## src/rtl/core/clti_pkg.sv

```systemverilog
// ----------------------------------------------------------------------------
// clti_pkg: types and constants of the C literal to integer converter
// Holds the beat structs of both channels, the parse phase and status codes,
// the character codes the parser looks for and the small decode functions.
// ----------------------------------------------------------------------------
package clti_pkg;

   typedef struct packed {
      logic [7:0] char_byte;
      logic       last_byte;
   } clti_req_type;

   typedef struct packed {
      logic signed [63:0] value;
      logic [2:0]         status;
   } clti_rsp_type;

   typedef enum logic [2:0] {
      PH_PREFIX  = 3'd0,
      PH_SIGNED  = 3'd1,
      PH_ZERO    = 3'd2,
      PH_HEXWAIT = 3'd3,
      PH_DIGITS  = 3'd4,
      PH_CHAR    = 3'd5,
      PH_DONE    = 3'd6
   } phase_type;

   typedef enum logic [2:0] {
      ST_OK       = 3'd0,
      ST_MULTI    = 3'd1,
      ST_STRING   = 3'd2,
      ST_FLOAT    = 3'd3,
      ST_SUFFIX   = 3'd4,
      ST_OVERFLOW = 3'd5
   } status_type;

   typedef enum logic [1:0] {
      BASE_OCT = 2'd0,
      BASE_DEC = 2'd1,
      BASE_HEX = 2'd2
   } base_type;

   typedef enum logic [1:0] {
      POS_FIRST  = 2'd0,
      POS_ESCAPE = 2'd1,
      POS_CLOSE  = 2'd2
   } char_pos_type;

   localparam logic [7:0] CH_NUL       = 8'h00;
   localparam logic [7:0] CH_QUOTE     = 8'h27;
   localparam logic [7:0] CH_BACKSLASH = 8'h5C;
   localparam logic [7:0] CH_DQUOTE    = 8'h22;
   localparam logic [7:0] CH_DOT       = 8'h2E;
   localparam logic [7:0] CH_PLUS      = 8'h2B;
   localparam logic [7:0] CH_MINUS     = 8'h2D;
   localparam logic [7:0] CH_ZERO      = 8'h30;
   localparam logic [7:0] CH_ONE       = 8'h31;
   localparam logic [7:0] CH_SEVEN     = 8'h37;
   localparam logic [7:0] CH_NINE      = 8'h39;
   localparam logic [7:0] CH_UP_A      = 8'h41;
   localparam logic [7:0] CH_UP_F      = 8'h46;
   localparam logic [7:0] CH_UP_L      = 8'h4C;
   localparam logic [7:0] CH_UP_U      = 8'h55;
   localparam logic [7:0] CH_UP_X      = 8'h58;
   localparam logic [7:0] CH_LO_A      = 8'h61;
   localparam logic [7:0] CH_LO_B      = 8'h62;
   localparam logic [7:0] CH_LO_F      = 8'h66;
   localparam logic [7:0] CH_LO_L      = 8'h6C;
   localparam logic [7:0] CH_LO_N      = 8'h6E;
   localparam logic [7:0] CH_LO_R      = 8'h72;
   localparam logic [7:0] CH_LO_T      = 8'h74;
   localparam logic [7:0] CH_LO_U      = 8'h75;
   localparam logic [7:0] CH_LO_V      = 8'h76;
   localparam logic [7:0] CH_LO_X      = 8'h78;

   localparam logic [7:0] ESC_BELL     = 8'd7;
   localparam logic [7:0] ESC_BACK     = 8'd8;
   localparam logic [7:0] ESC_FEED     = 8'd12;
   localparam logic [7:0] ESC_NEWLINE  = 8'd10;
   localparam logic [7:0] ESC_RETURN   = 8'd13;
   localparam logic [7:0] ESC_TAB      = 8'd9;
   localparam logic [7:0] ESC_VTAB     = 8'd11;

   localparam logic [68:0] LIMIT_POS = 69'h0_7FFF_FFFF_FFFF_FFFF;
   localparam logic [68:0] LIMIT_NEG = 69'h0_8000_0000_0000_0000;

   // Digit value of a byte in any base up to 16; 16 means not a digit.
   function automatic logic [4:0] digit_of(input logic [7:0] c);
      logic [4:0] d;
      d = 5'd16;
      if (c >= CH_ZERO && c <= CH_NINE) begin
         d = 5'(c - CH_ZERO);
      end else if (c >= CH_LO_A && c <= CH_LO_F) begin
         d = 5'(c - CH_LO_A) + 5'd10;
      end else if (c >= CH_UP_A && c <= CH_UP_F) begin
         d = 5'(c - CH_UP_A) + 5'd10;
      end
      return d;
   endfunction

   function automatic logic [4:0] base_value(input base_type b);
      logic [4:0] v;
      unique case (b)
         BASE_OCT: v = 5'd8;
         BASE_HEX: v = 5'd16;
         default:  v = 5'd10;
      endcase
      return v;
   endfunction

   // Accumulator times base plus digit, wide enough never to wrap.
   function automatic logic [68:0] shift_add(input logic [63:0] acc, input base_type b,
                                             input logic [4:0] d);
      logic [68:0] a;
      logic [68:0] p;
      a = {5'd0, acc};
      unique case (b)
         BASE_OCT: p = a << 3;
         BASE_HEX: p = a << 4;
         default:  p = (a << 3) + (a << 1);
      endcase
      return p + {64'd0, d};
   endfunction

   function automatic logic [7:0] escape_char(input logic [7:0] c);
      logic [7:0] v;
      unique case (c)
         CH_ZERO: v = CH_NUL;
         CH_LO_A: v = ESC_BELL;
         CH_LO_B: v = ESC_BACK;
         CH_LO_F: v = ESC_FEED;
         CH_LO_N: v = ESC_NEWLINE;
         CH_LO_R: v = ESC_RETURN;
         CH_LO_T: v = ESC_TAB;
         CH_LO_V: v = ESC_VTAB;
         default: v = c;
      endcase
      return v;
   endfunction

   // Status after the first byte that is not a digit; overflow is kept.
   function automatic status_type decide(input logic [7:0] c, input status_type cur);
      status_type s;
      if (cur == ST_OVERFLOW) begin
         s = cur;
      end else if (c == CH_DOT) begin
         s = ST_FLOAT;
      end else if (c == CH_LO_L || c == CH_UP_L || c == CH_LO_U || c == CH_UP_U
                   || c == CH_NUL) begin
         s = ST_OK;
      end else begin
         s = ST_SUFFIX;
      end
      return s;
   endfunction

endpackage

```

## src/rtl/core/c_literal_to_integer.sv

```systemverilog
// ----------------------------------------------------------------------------
// c_literal_to_integer: C integer and character constant parser
// Takes a literal one byte per beat and returns its 64-bit value and a
// status once the beat marked as the last byte has been taken.
// ----------------------------------------------------------------------------
//
//   channel  direction  beat contents               result beats
//   req      in         char_byte, last_byte        one per byte
//   rsp      out        value, status               one per literal
//
// A byte is taken in every cycle unless a last byte is held by a result stall; the
// parse state register holds the only loop, one byte step with a 69-bit shift-add and
// compare per cycle. The result of a literal is registered in the fin stage and then
// in the rsp stage. Stalls travel back through the three stages in the same cycle.
// Reset returns the parser to the start of a literal and empties all stages.
module c_literal_to_integer (
   input  logic                  clock,
   input  logic                  reset,
   input  logic                  req_valid,
   output logic                  req_stall,
   input  clti_pkg::clti_req_type req_payload,
   output logic                  rsp_valid,
   input  logic                  rsp_stall,
   output clti_pkg::clti_rsp_type rsp_payload
);
   import clti_pkg::*;

   logic         in_valid_ff;
   clti_req_type in_beat_ff;

   phase_type    phase_ff,  phase_in;
   logic [63:0]  acc_ff,    acc_in;
   base_type     base_ff,   base_in;
   logic         neg_ff,    neg_in;
   status_type   status_ff, status_in;
   char_pos_type pos_ff,    pos_in;

   logic         fin_valid_ff;
   logic [63:0]  fin_acc_ff;
   logic         fin_neg_ff;
   status_type   fin_status_ff, fin_status_in;

   logic         rsp_valid_ff;
   clti_rsp_type rsp_ff;

   logic         rsp_open;
   logic         fin_move;
   logic         fin_open;
   logic         in_move;
   logic         in_open;

   logic [7:0]   c;
   logic [4:0]   d;
   logic [7:0]   esc_char;
   logic [68:0]  next_acc;
   logic         ovf;

   phase_type    step_phase;
   logic [63:0]  step_acc;
   base_type     step_base;
   logic         step_neg;
   status_type   step_status;
   char_pos_type step_pos;

   assign rsp_open  = !rsp_valid_ff || !rsp_stall;
   assign fin_move  = fin_valid_ff && rsp_open;
   assign fin_open  = !fin_valid_ff || rsp_open;
   assign in_move   = in_valid_ff && (!in_beat_ff.last_byte || fin_open);
   assign in_open   = !in_valid_ff || in_move;
   assign req_stall = !in_open;

   assign c        = in_beat_ff.char_byte;
   assign d        = digit_of(c);
   assign esc_char = escape_char(c);
   assign next_acc = shift_add(acc_ff, base_ff, d);
   assign ovf      = next_acc > (neg_ff ? LIMIT_NEG : LIMIT_POS);

   always_comb begin
      step_phase  = phase_ff;
      step_acc    = acc_ff;
      step_base   = base_ff;
      step_neg    = neg_ff;
      step_status = status_ff;
      step_pos    = pos_ff;
      unique case (phase_ff)
         PH_PREFIX, PH_SIGNED: begin
            priority if (phase_ff == PH_PREFIX
                         && (c == CH_LO_U || c == CH_UP_U || c == CH_UP_L)) begin
               step_phase = PH_PREFIX;
            end else if (phase_ff == PH_PREFIX && c == CH_NUL) begin
               step_acc    = 64'd0;
               step_status = ST_OK;
               step_phase  = PH_DONE;
            end else if (phase_ff == PH_PREFIX && c == CH_QUOTE) begin
               step_pos   = POS_FIRST;
               step_phase = PH_CHAR;
            end else if (phase_ff == PH_PREFIX && c == CH_DQUOTE) begin
               step_status = ST_STRING;
               step_phase  = PH_DONE;
            end else if (phase_ff == PH_PREFIX && (c == CH_PLUS || c == CH_MINUS)) begin
               step_neg   = (c == CH_MINUS);
               step_phase = PH_SIGNED;
            end else if (c == CH_ZERO) begin
               step_acc   = 64'd0;
               step_phase = PH_ZERO;
            end else if (c >= CH_ONE && c <= CH_NINE) begin
               step_base  = BASE_DEC;
               step_acc   = {59'd0, d};
               step_phase = PH_DIGITS;
            end else if (phase_ff == PH_SIGNED) begin
               step_status = ST_SUFFIX;
               step_phase  = PH_DONE;
            end else begin
               step_status = decide(c, status_ff);
               step_phase  = PH_DONE;
            end
         end
         PH_ZERO: begin
            priority if (c == CH_LO_X || c == CH_UP_X) begin
               step_base  = BASE_HEX;
               step_phase = PH_HEXWAIT;
            end else if (c >= CH_ZERO && c <= CH_SEVEN) begin
               step_base  = BASE_OCT;
               step_acc   = {59'd0, d};
               step_phase = PH_DIGITS;
            end else begin
               step_status = decide(c, status_ff);
               step_phase  = PH_DONE;
            end
         end
         PH_HEXWAIT: begin
            if (d < 5'd16) begin
               step_acc   = {59'd0, d};
               step_phase = PH_DIGITS;
            end else begin
               step_acc    = 64'd0;
               step_status = ST_SUFFIX;
               step_phase  = PH_DONE;
            end
         end
         PH_DIGITS: begin
            if (d < base_value(base_ff)) begin
               if (status_ff != ST_OVERFLOW) begin
                  if (ovf) begin
                     step_status = ST_OVERFLOW;
                  end else begin
                     step_acc = next_acc[63:0];
                  end
               end
            end else begin
               step_status = decide(c, status_ff);
               step_phase  = PH_DONE;
            end
         end
         PH_CHAR: begin
            unique case (pos_ff)
               POS_FIRST: begin
                  if (c == CH_BACKSLASH) begin
                     step_pos = POS_ESCAPE;
                  end else begin
                     step_acc = {{56{c[7]}}, c};
                     step_pos = POS_CLOSE;
                  end
               end
               POS_ESCAPE: begin
                  step_acc = {{56{esc_char[7]}}, esc_char};
                  step_pos = POS_CLOSE;
               end
               default: begin
                  step_status = (c == CH_QUOTE) ? ST_OK : ST_MULTI;
                  step_phase  = PH_DONE;
               end
            endcase
         end
         default: begin
            step_phase = PH_DONE;
         end
      endcase
   end

   // End of text: the zero bytes past the last one settle the status.
   always_comb begin
      unique case (step_phase)
         PH_PREFIX:             fin_status_in = ST_OK;
         PH_SIGNED, PH_HEXWAIT: fin_status_in = ST_SUFFIX;
         PH_CHAR:               fin_status_in = ST_MULTI;
         default:               fin_status_in = step_status;
      endcase
   end

   always_comb begin
      phase_in  = phase_ff;
      acc_in    = acc_ff;
      base_in   = base_ff;
      neg_in    = neg_ff;
      status_in = status_ff;
      pos_in    = pos_ff;
      if (in_move) begin
         if (in_beat_ff.last_byte) begin
            phase_in  = PH_PREFIX;
            acc_in    = 64'd0;
            base_in   = BASE_DEC;
            neg_in    = 1'b0;
            status_in = ST_OK;
            pos_in    = POS_FIRST;
         end else begin
            phase_in  = step_phase;
            acc_in    = step_acc;
            base_in   = step_base;
            neg_in    = step_neg;
            status_in = step_status;
            pos_in    = step_pos;
         end
      end
   end

   always_ff @(posedge clock) begin
      if (reset) begin
         in_valid_ff  <= 1'b0;
         fin_valid_ff <= 1'b0;
         rsp_valid_ff <= 1'b0;
         phase_ff     <= PH_PREFIX;
         acc_ff       <= 64'd0;
         base_ff      <= BASE_DEC;
         neg_ff       <= 1'b0;
         status_ff    <= ST_OK;
         pos_ff       <= POS_FIRST;
      end else begin
         if (in_open) begin
            in_valid_ff <= req_valid;
         end
         if (fin_open) begin
            fin_valid_ff <= in_move && in_beat_ff.last_byte;
         end
         if (rsp_open) begin
            rsp_valid_ff <= fin_valid_ff;
         end
         phase_ff  <= phase_in;
         acc_ff    <= acc_in;
         base_ff   <= base_in;
         neg_ff    <= neg_in;
         status_ff <= status_in;
         pos_ff    <= pos_in;
      end
   end

   always_ff @(posedge clock) begin
      if (in_open && req_valid) begin
         in_beat_ff <= req_payload;
      end
      if (fin_open && in_move && in_beat_ff.last_byte) begin
         fin_acc_ff    <= step_acc;
         fin_neg_ff    <= step_neg;
         fin_status_ff <= fin_status_in;
      end
      if (fin_move) begin
         rsp_ff.status <= fin_status_ff;
         if (fin_status_ff != ST_OK) begin
            rsp_ff.value <= 64'sd0;
         end else if (fin_neg_ff) begin
            rsp_ff.value <= $signed(64'd0 - fin_acc_ff);
         end else begin
            rsp_ff.value <= $signed(fin_acc_ff);
         end
      end
   end

   assign rsp_valid   = rsp_valid_ff;
   assign rsp_payload = rsp_ff;

endmodule

```

## config.mk

```make
export PLATFORM = sky130hd
export DESIGN_NAME = c_literal_to_integer
export DESIGN_NICKNAME = d
export VERILOG_FILES = /design/src/rtl/core/clti_pkg.sv /design/src/rtl/core/c_literal_to_integer.sv
export SDC_FILE = /design/constraint.sdc
export NUM_CORES = 1
export LEC_CHECK = 0
export ABC_CLOCK_PERIOD_IN_PS = 8700
export BUFFER_PORTS_ARGS = -buffer_cell sky130_fd_sc_hd__buf_4
export CAP_MARGIN = 5
export CORE_ASPECT_RATIO = 0.9
export CORE_MARGIN = 4
export CORE_UTILIZATION = 55
export CTS_CLUSTER_DIAMETER = 120
export DETAILED_ROUTE_END_ITERATION = 16
export PLACE_DENSITY = 0.73
export SYNTH_ARGS = -nofsm -noshare
export SYNTH_HDL_FRONTEND = slang
export SYNTH_SLANG_ARGS = --single-unit
```

## constraint.sdc

```tcl
create_clock -name clock -period 8.7 [get_ports clock]
set_clock_uncertainty 0.05 [all_clocks]
set_input_delay 0.435 -clock clock [delete_from_list [all_inputs] [get_ports clock]]
set_output_delay 0.435 -clock clock [all_outputs]
set_load 0.02 [all_outputs]
```

======== After elaboration in Yosys (flattened, before gate mapping) ========
Cells that the tools add are included.
Widths: inputs -> output; s select.
storage, ports and cells
  register bits after elaboration ......... 222
  bits of input ports ..................... 13
  word-level logic and storage cells ...... 211
cells by class
  $add $sub $neg .......................... 8
  $lt $le $gt $ge ......................... 11
  equal/unequal tests ..................... 42
  multiplexer cells ....................... 87
  reductions and logical operators ........ 47
operators with widths
  kind                   number
  $mux 64                16
  $pmux 64 s5            1
  $pmux 68 s2            1
  $pmux 64 s2            1
  $eq 8x7->1 const B     14
  $mux 3                 29
  $add 69x5->69          1
  $gt 69x64->1           1
  $add 67x65->68         1
  $pmux 8 s8             1
  $sub 1x64->64 const A  1
  $eq 8x6->1 const B     6
  $mux 2                 18
  $pmux 3 s5             2
  $ne 3x3->1 const B     9
  $mux 5                 5
  $ge 8x6->1 const B     2
  $ge 8x7->1 const B     2
  $le 8x6->1 const B     2
  $le 8x7->1 const B     2
  $logic_and 1x1->1      16
  $eq 3x3->1 const B     4
  $logic_or 1x1->1       12
  $pmux 2 s2             3
  other kinds (22)       45

======== Depth between registers and ports, before layout ========
Gate-level depths: netlist (run 1).
  depth after elaboration ................. 18
  depth in mapped cells ................... 44
  depth with buffers taken out ............ 39

======== Worst setup path after synthesis (run 1) ========
Ideal clock, no wire load.
  path kind ............................... register to register
  from .................................... reg base_ff[0]
  to ...................................... reg fin_acc_ff[40] (data pin)
  arrival ................................. 8161 ps
  required time ........................... 8389 ps
  setup slack ............................. 228 ps
  cell stages (with the launch flop) ...... 40
  clock period less this slack ............ 8472 ps
  cell sequence ........................... dfxtp_1 -> buf_2 -> buf_1 -> buf_1 -> clkbuf_1 -> buf_1 -> buf_1 -> buf_1 -> clkbuf_1 -> o31ai_1 -> ha_1 -> a21oi_1 -> nor2b_1 -> o21a_1 -> nand3_1 -> nor3_1 -> nand2_1 -> nor4_1 -> [4 not listed] -> ha_1 -> a21o_1 -> a21o_1 -> a21o_1 -> a21o_1 -> a21o_1 -> a21oi_1 -> nor2b_1 -> o21ai_0 -> nand2b_1 -> a211o_1 -> a21oi_1 -> o2bb2ai_1 -> or3_1 -> buf_2 -> a21o_1 -> buf_2 -> a221o_1
between the ends
  cells in the longest elaborated chain, start to end .. 8
  elaborated cells on any way between the ends .. 12
  those cells by class .................... add/sub: 1; order compare: 2; eq/ne: 1; mux: 7; reduce/logical: 1
ends and longest elaborated chain
  what                                           RTL line                          text
  start: declaration                             c_literal_to_integer.sv:33        base_type base_ff, base_in;
  start signal: assignment                       c_literal_to_integer.sv:240       base_ff <= base_in;
  $eq 2x2->1 or $logic_not 2->1 (tied branches)  clti_pkg.sv:103, clti_pkg.sv:117
  $pmux 68 s2                                    clti_pkg.sv:117                   unique case (b)
  $add 69x5->69                                  clti_pkg.sv:122                   return p + {64'd0, d};
  $gt 69x64->1                                   c_literal_to_integer.sv:76        assign ovf = next_acc > (neg_ff ? LIMIT_NEG : LIMIT_POS);
  $mux 64                                        c_literal_to_integer.sv:144       if (ovf) begin
  $mux 64                                        c_literal_to_integer.sv:143       if (status_ff != ST_OVERFLOW) begin
  $mux 64 *                                      c_literal_to_integer.sv:142       if (d < base_value(base_ff)) begin
  $pmux 64 s5 *                                  c_literal_to_integer.sv:85        unique case (phase_ff)
  named net step_acc[40]                         c_literal_to_integer.sv:59        logic [63:0] step_acc;
  end signal: assignment                         c_literal_to_integer.sv:252       fin_acc_ff <= step_acc;
  end: declaration                               c_literal_to_integer.sv:39        logic [63:0] fin_acc_ff;
Mark *: on every way through the listed nets, which the timed path passes. The rest lies on a longest branch. The select of a mux whose other input is x is not followed.
A chain may end at the register's enable or synchronous reset.

======== Final worst setup path (run 1) ========
  from .................................... reg acc_ff[6]
  to ...................................... reg acc_ff[52]
between the ends
  cells in the longest elaborated chain, start to end .. 9
ends and longest elaborated chain
  what                      RTL line                     text
  start: declaration        c_literal_to_integer.sv:32   logic [63:0] acc_ff, acc_in;
  start signal: assignment  c_literal_to_integer.sv:239  acc_ff <= acc_in;
  $add 67x65->68            clti_pkg.sv:120              default: p = (a << 3) + (a << 1);
  $pmux 68 s2 *             clti_pkg.sv:117
  $add 69x5->69 *           clti_pkg.sv:122
  $gt 69x64->1              c_literal_to_integer.sv:76
  $mux 64 *                 c_literal_to_integer.sv:144
  $mux 64 *                 c_literal_to_integer.sv:143
  $mux 64 *                 c_literal_to_integer.sv:142
  $pmux 64 s5 *             c_literal_to_integer.sv:85
  named net step_acc[52]    c_literal_to_integer.sv:59
  $mux 64 *                 c_literal_to_integer.sv:199  if (in_beat_ff.last_byte) begin
Mark *: on every way through the listed nets, which the timed path passes. The rest lies on a longest branch.

==> results of run 1 <==
## worst reg2reg max path, delay by kind of cell (launching register included)
family / cells / cell delay [ns]
compound gates: 17 / 3.28
simple gates: 9 / 2.40
fa+ha+maj: 2 / 0.76
xor+xnor: 2 / 0.63
flops: 1 / 0.62
buf+inv: 2 / 0.51
## final cells by class
class | count | area [sq um] | share of cell area
clock buffer | 30 | 644 | 0.0269
clock inverter | 14 | 135 | 0.00564
inverter | 51 | 191 | 0.00799
multi-input combinational | 2236 | 14900 | 0.620
sequential | 222 | 5900 | 0.246
tap | 525 | 657 | 0.0274
timing repair buffer | 203 | 1570 | 0.0657
## logic make-up (layout without fill, tap and decap cells)
group | count (synthesis) | in the layout | share of synthesized area
AOI/OAI and AO/OA | 926 | 926 | 0.293
muxes | 61 | 61 | 0.0293
buffers and inverters | 210 | 298 | 0.0404
DFF | 222 | 222 | 0.274
adders and majority gates | 140 | 140 | 0.0823
and+or+nand+nor | 964 | 964 | 0.222
xor gates and xnor gates | 145 | 145 | 0.0591
## flip-flops by register name, indices dropped and copies added (netlist names), 2 cells and up
name           flops
c                  8
acc_ff            64
phase_ff           3
fin_status_ff      3
status_ff          3
pos_ff             2
base_ff            2
rsp_payload       67
fin_acc_ff        64
## per-layer routing
| metal | up-vias | track usage | part of all wire |
|---|---|---|---|
| met2 | 1469 | 0.499 | 0.39 |
| li1 | 10296 | - | - |
| met1 | 10549 | 0.541 | 0.44 |
| met4 | 2 | 0.0694 | 0.021 |
| met3 | 143 | 0.117 | 0.15 |
| met5 | - | 0 | 0.00016 |
## synth_stat cells (57+ instances only)
cell type,number,area (sq um)
nand2_1,254,953
nor3_1,67,335
nor2_1,280,1050
nand3_1,57,285
o21ai_0,179,896
a21o_1,71,533
edfxtp_1,144,4320
xor2_1,99,867
ha_1,138,1730
dfxtp_1,78,1560
clkbuf_1,110,413
a21oi_1,237,1190
## worst min path at each step
stage | from | end | slack [ns] | cells past startpoint
after floorplan | fin_status_ff[2]$_DFFE_PP_ | rsp_payload[2]$_DFFE_PP_ | 0.37 | 0
after global placement | fin_status_ff[2]$_DFFE_PP_ | rsp_payload[2]$_DFFE_PP_ | 0.38 | 0
after detailed placement | fin_status_ff[1]$_DFFE_PP_ | rsp_payload[1]$_DFFE_PP_ | 0.39 | 0
after CTS | req_payload[1] | c[0]$_DFFE_PP_ | 0.02 | 1
after global routing | req_payload[4] | c[3]$_DFFE_PP_ | 0.02 | 1
final | req_payload[1] | c[0]$_DFFE_PP_ | 0.03 | 1
## report_power, final
| group | switching, mW | internal (mW) | leakage [nW] | total, mW |
|---|---|---|---|---|
| registers | 0.0200 | 1.14 | 2.06 | 1.16 |
| clock network | 0.432 | 0.588 | 0.369 | 1.02 |
| logic | 0.190 | 0.0919 | 7.08 | 0.282 |
| total | 0.641 | 1.82 | 9.50 | 2.46 |
## metrics by stage
stage | power, mW | TNS [ns] | util
after global routing | 2.53 | -0.00878 | 0.623
after CTS | 2.44 | 0 | 0.619
after detailed placement | 1.44 | 0 | 0.599
after global placement | 1.44 | 0 | 0.599
final | 2.46 | 0 | 0.623
after floorplan | 1.35 | 0 | -
## what timing repair did
action | in CTS | in global routing
buffers inserted | 0 | 9
gates resized for setup | 1 | 22
pin swaps | 0 | 1
endpoints found under the setup margin | 1 | 129
## placed cells by master, fill, tap and decap left out, drive strengths merged, types with 71 or more instances in the layout
cell    instances
a21o           71
nor2          281
o21ai         205
ha            138
dfxtp          78
edfxtp        144
buf           203
nand2         254
xor2           99
a21oi         242
nor3           75
==> key figures, run 1 <==
GRT
  – Initial antenna violation count: 1
  – First-pass GRT wire length: ~120 mm
  – Pin count of the biggest net entering global routing: 69
  – Gr ovfl total: 0
  – Vias in the first global route: 19969
  – Total GRT Usage: 0.358

Power and ir drop
  – Lkg Pwr: 9.50 nW
  – Pwr dens: around 100 nW/um^2
  – Peak VDD IR: 0.130 mV

Setup path
  – Largest delay share family, worst path: compound AO/OA/AOI/OAI gates
  – Worst r2r path cells: 32
  – Crit path capture type: register
  – Slowest CP cell: dfxtp_1
  – Worst flop-to-flop path startpoint: acc_ff[6]$_SDFFE_PP0P_
  – Critical Path Sink: acc_ff[52]$_SDFFE_PP0P_
  – Startpoint types: register
  – WP depth: 32
  – Max FO, Critical Path: 18
  – RR Endpoint: acc_ff[52]$_SDFFE_PP0P_
  – Worst path max stage delay: between 0.6 and 0.7 ns
  – CP required: between 9 and 10 ns
  – Critical path startpoint: acc_ff[6]$_SDFFE_PP0P_
  – Crit Path Category: reg -> reg
  – CP most frequent cell: a21o_1
  – FF-to-FF setup slack: approximately 0.32 ns
  – Crit path arrival time: between 8 and 9 ns
  – WP buf/inv: 2

CTS
  – TritonCTS clock tree: built
  – Root buffer cell: clkbuf_16
  – Worst skew pair latency: 0.54 ns
  – H-Tree Depth: 1
  – Num CTS Buffers: 24
  – Hold_buf cts: 0
  – Clk slew on worst S/H paths: 0.07 ns
  – Clock Tree Buf Depth: 3
  – Clock sink count: roughly 220

Detailed routing
  – DRC violations left: 0
  – WL final: between 70 and 80 mm
  – Wire per inst: 24.3 microns
  – Number of detailed-route iterations in the first pass: 9
  – Drt initial violations: 2898
  – Routed via count: ~22000
  – Via density: slightly below 7
  – Final ANT Viol Nets: 0

Placed design
  – Detailed-placement wirelength estimate: approximately 62 mm
  – Gp weighted congestion: between 1 and 1.5
  – Placed cells: 3228
  – Port Buf Inserts: just over 80
  – Dpl ws: 0.0115 ns
  – Placed inst area: 23000 sq um

Job
  – # Max-Cap Violations: 0

Timing
  – Period utilization: 0.964
  – Finish-stage setup viols: 0
  – Final Hold Vio Count: 0
  – Hold slack: 0.0318 ns
  – Fin. max-slew vios: 0
  – Final min period: between 8 and 9 ns
  – Slew @ Worst Pin: ~1.3 ns
  – Final setup margin: 0.316 ns
  – Rel. slew slack: 0.149
  – Max Fclk: 119 MHz

Floorplanning
  – Starting Density: 0.558
  – Chip height: 195 microns
  – Area of the core: roughly 38000 sq um
  – Row cnt: 68
  – IO Count: 82
  – Die area: 42300 sq um
  – Chip width: 216 microns

Cells and area
  – Area growth syn-to-layout: 11.6%
  – Share of layout cells above drive strength 1: 0.126
  – Nets: slightly below 3000
  – ANT cells: 0
  – FILL cells: approximately 3400
  – Non-filler instance count after layout: 3281
  – Design area: roughly 24000 sq um

Yosys
  – Yosys cell types: 102
  – FFs w/ async S/R, synth: 0
  – Sequential-to-total area share from yosys stat: 0.274
  – Synth Flop Type: edfxtp_1
  – Syn_nets: 2821
  – Post-synth EDFFs: 144
  – Post-Syn Instances: between 2000 and 3000
  – Avg Synthesized Cell Area: approximately 8 sq um
  – Mapped cell area: 21500 sq um
  – Synth warnings: 0
  – Synthesized flop and latch total: 222

Min path
  – Hold Path Class: in -> reg

Run status
  – Status: completed
No activity file was read; power rests on OpenSTA's default activity.
==> run 2: changes to the inputs <==
--- a/config.mk
+++ b/config.mk
@@ -8,12 +8,14 @@
 export ABC_CLOCK_PERIOD_IN_PS = 8700
 export BUFFER_PORTS_ARGS = -buffer_cell sky130_fd_sc_hd__buf_4
 export CAP_MARGIN = 5
+export CELL_PAD_IN_SITES_DETAIL_PLACEMENT = 0
+export CELL_PAD_IN_SITES_GLOBAL_PLACEMENT = 1
 export CORE_ASPECT_RATIO = 0.9
 export CORE_MARGIN = 4
-export CORE_UTILIZATION = 55
+export CORE_UTILIZATION = 44
 export CTS_CLUSTER_DIAMETER = 120
 export DETAILED_ROUTE_END_ITERATION = 16
-export PLACE_DENSITY = 0.73
+export PLACE_DENSITY = 0.77
 export SYNTH_ARGS = -nofsm -noshare
 export SYNTH_HDL_FRONTEND = slang
 export SYNTH_SLANG_ARGS = --single-unit
==> key figures, run 2 (synthesis results as in run 1) <==
Cells and area
  – Most common cell after layout, fill and taps aside: nor2_1
  – Finished Core Util: 0.502 (-0.121)
  – Share of layout cells above drive strength 1: 0.128 (+0.00208)
  – ANT cells: 0 (unchanged)
  – Nets: 2893 (+0.069%)
  – Number of flip-flops in the largest register: 67 (unchanged)
  – Most frequent cells in the layout: nor2_1 (275), nand2_1 (254), a21oi_1 (236)
  – Area growth syn-to-layout: 12.3%

Floorplanning
  – IO Count: 82 (unchanged)
  – Chip height: 218 microns (+11%)
  – Starting Density: 0.447 (-0.111)
  – Die area: 52400 sq um (+24%)
  – Row cnt: 76 (+12%)
  – Area of the core: 48000 sq um (+25%)
  – Chip width: 241 microns (+11%)

Placed design
  – Gp weighted congestion: 1.00 (-7.5%)
  – Detailed-placement wirelength estimate: 65.1 mm (+4.2%)
  – Port Buf Inserts: 81 (unchanged)

CTS
  – Num CTS Buffers: 25 (+4.2%)
  – H-Tree Depth: 1 (unchanged)
  – Clk slew on worst S/H paths: 0.07 ns (about the same)
  – Clock sink count: 222 (unchanged)
  – Worst skew pair latency: 0.54 ns (about the same)
  – TritonCTS clock tree: built
  – Root buffer cell: clkbuf_16
  – Hold_buf cts: 0 (unchanged)
  – Clock Tree Buf Depth: 3 (unchanged)

Setup path
  – Crit Path Category: reg -> reg
  – Crit path arrival time: 8.70 ns (-0.04 ns)
  – Slowest CP cell: a311oi_1
  – Max FO, Critical Path: 28 (+10)
  – Crit path capture type: register
  – CP most frequent cell: a21o_1
  – Largest delay share family, worst path: compound AO/OA/AOI/OAI gates
  – CP required: 9.08 ns (+0.02 ns)
  – WP buf/inv: 3 (+1)
  – Startpoint types: register
  – Worst path max stage delay: 0.72 ns (+0.10 ns)

Job
  – # Max-Cap Violations: 0 (unchanged)

Timing
  – Max Fclk: 120 MHz (+0.84%)
  – Finish-stage setup viols: 0 (unchanged)
  – Final Hold Vio Count: 0 (unchanged)
  – Rel. slew slack: 0.172 (+0.0229)
  – Period utilization: 0.956 (-0.00802)
  – Final min period: 8.31 ns (-0.0697 ns)
  – Fin. max-slew vios: 0 (unchanged)
  – Slew @ Worst Pin: 1.24 ns (-0.0390 ns)

Power and ir drop
  – Pwr dens: 103 nW/um^2 (+0.72%)
  – Overall power: 2.49 mW (+1.3%)
  – Sequential share of power: 0.463 (-0.007)
  – Clock network power share: 0.423 (+0.008)
  – Lkg Pwr: 9.53 nW (+0.30%)
  – Comb pwr share: 0.114 (about the same)
  – Sw Pwr: 0.649 mW (+1.2%)
  – Internal power: 1.84 mW (+1.4%)
  – Peak VDD IR: 0.114 mV (-12%)
  – Sw Share: 0.261 (about the same)

Detailed routing
  – DRC violations left: 0 (unchanged)
  – Wire per inst: 24.4 microns (+0.67%)
  – Final ANT Viol Nets: 0 (unchanged)
  – Routed via count: 22150 (-1.4%)
  – WL final: 82.6 mm (+3.8%)
  – Drt initial violations: 3020 (+4.2%)
  – Via density: 6.55 (-4.3%)
  – Number of detailed-route iterations in the first pass: 6 (-3)

GRT
  – Initial antenna violation count: 0 (-1)
  – Vias in the first global route: 19731 (-1.2%)
  – Gr ovfl total: 0 (unchanged)
  – Pin count of the biggest net entering global routing: 82 (+19%)
  – First-pass GRT wire length: 123 mm (+3.1%)
  – Total GRT Usage: 0.302 (-0.0555)

Run status
  – Status: completed

Min path
  – Hold Path Class: in -> reg
run 2: changes by cell type in the layout (fill, tap and decap cells not counted), moves of 3 or more:
cell       change
buf_12         -3
buf_4          +3
clkinv_2       +4
o21ai_0        -3
o2bb2ai_1      -3
o2bb2ai_2      +3
run 2: worst reg2reg max path, delay by kind of cell (launching register included):
| family | cells | cell delay [ns] |
|---|---|---|
| AOI/OAI and AO/OA | 17 | 3.75 |
| xor gates and xnor gates | 1 | 0.17 |
| adders and majority gates | 3 | 1.04 |
| buffers and inverters | 3 | 0.46 |
| DFF | 1 | 0.46 |
| and+or+nand+nor | 10 | 2.31 |
run 2: per-layer routing:
| layer | GRT usage | routed length [microns] | part of all wire |
|---|---|---|---|
| met4 | 0.0560 | 1580 | 0.019 |
| met2 | 0.397 | 31100 | 0.38 |
| met5 | 0 | 0 | 0 |
| met1 | 0.485 | 39200 | 0.47 |
| met3 | 0.0876 | 10700 | 0.13 |
run 2: per-stage QoR:
| stage | setup slack (ns) | area [sq um] | instances | setup TNS, ns | hold WS (ns) |
|---|---|---|---|---|---|
| after floorplan | 0.228 | 21500 | 2668 | 0 | 0.367 |
| after global placement | -0.150 | 23100 | 3328 | -0.259 | 0.388 |
| after detailed placement | -0.0915 | 23100 | 3328 | -0.163 | 0.392 |
| after CTS | 0.0330 | 23900 | 3373 | 0 | 0.00944 |
| after global routing | -0.00592 | 24100 | 3382 | -0.00592 | 0.00789 |
| final | 0.386 | 24100 | 3382 | 0 | 0.0231 |
run 2: timing repair:
action | in CTS | in global routing
endpoints found under the setup margin | 5 | 133
setup buffers | 0 | 9
hold endpoints to repair | 0 | 0
gates resized for setup | 3 | 27
pin swaps | 0 | 3
run 2: cell type report:
class | count | area [sq um]
sequential | 222 | 5900
tap | 624 | 781
inverter | 51 | 191
timing repair buffer | 204 | 1550
clock buffer | 28 | 637
multi-input combinational | 2236 | 14900
clock inverter | 17 | 165
fill | 4592 | 23900
run 2: power by group through the flow:
stage | clock network (mW) | logic, mW | registers, mW
6_report | 1.05 | 0.284 | 1.15
5_1_grt | 1.11 | 0.305 | 1.15
4_1_cts | 1.07 | 0.269 | 1.15
3_5_place_dp | 0 | 0.268 | 1.17
3_3_place_gp | 0 | 0.266 | 1.17
2_1_floorplan | 0 | 0.176 | 1.18
run 2: worst paths after layout:
kind,to,cells past startpoint,from,slack (ns)
worst max-delay path,acc_ff[12]$_SDFFE_PP0P_,34,acc_ff[2]$_SDFFE_PP0P_,0.39
worst min-delay path,c[7]$_DFFE_PP_,1,req_payload[8],0.02
worst max register to register,acc_ff[12]$_SDFFE_PP0P_,34,acc_ff[2]$_SDFFE_PP0P_,0.39
worst min register to register,rsp_payload[1]$_DFFE_PP_,0,fin_status_ff[1]$_DFFE_PP_,0.40
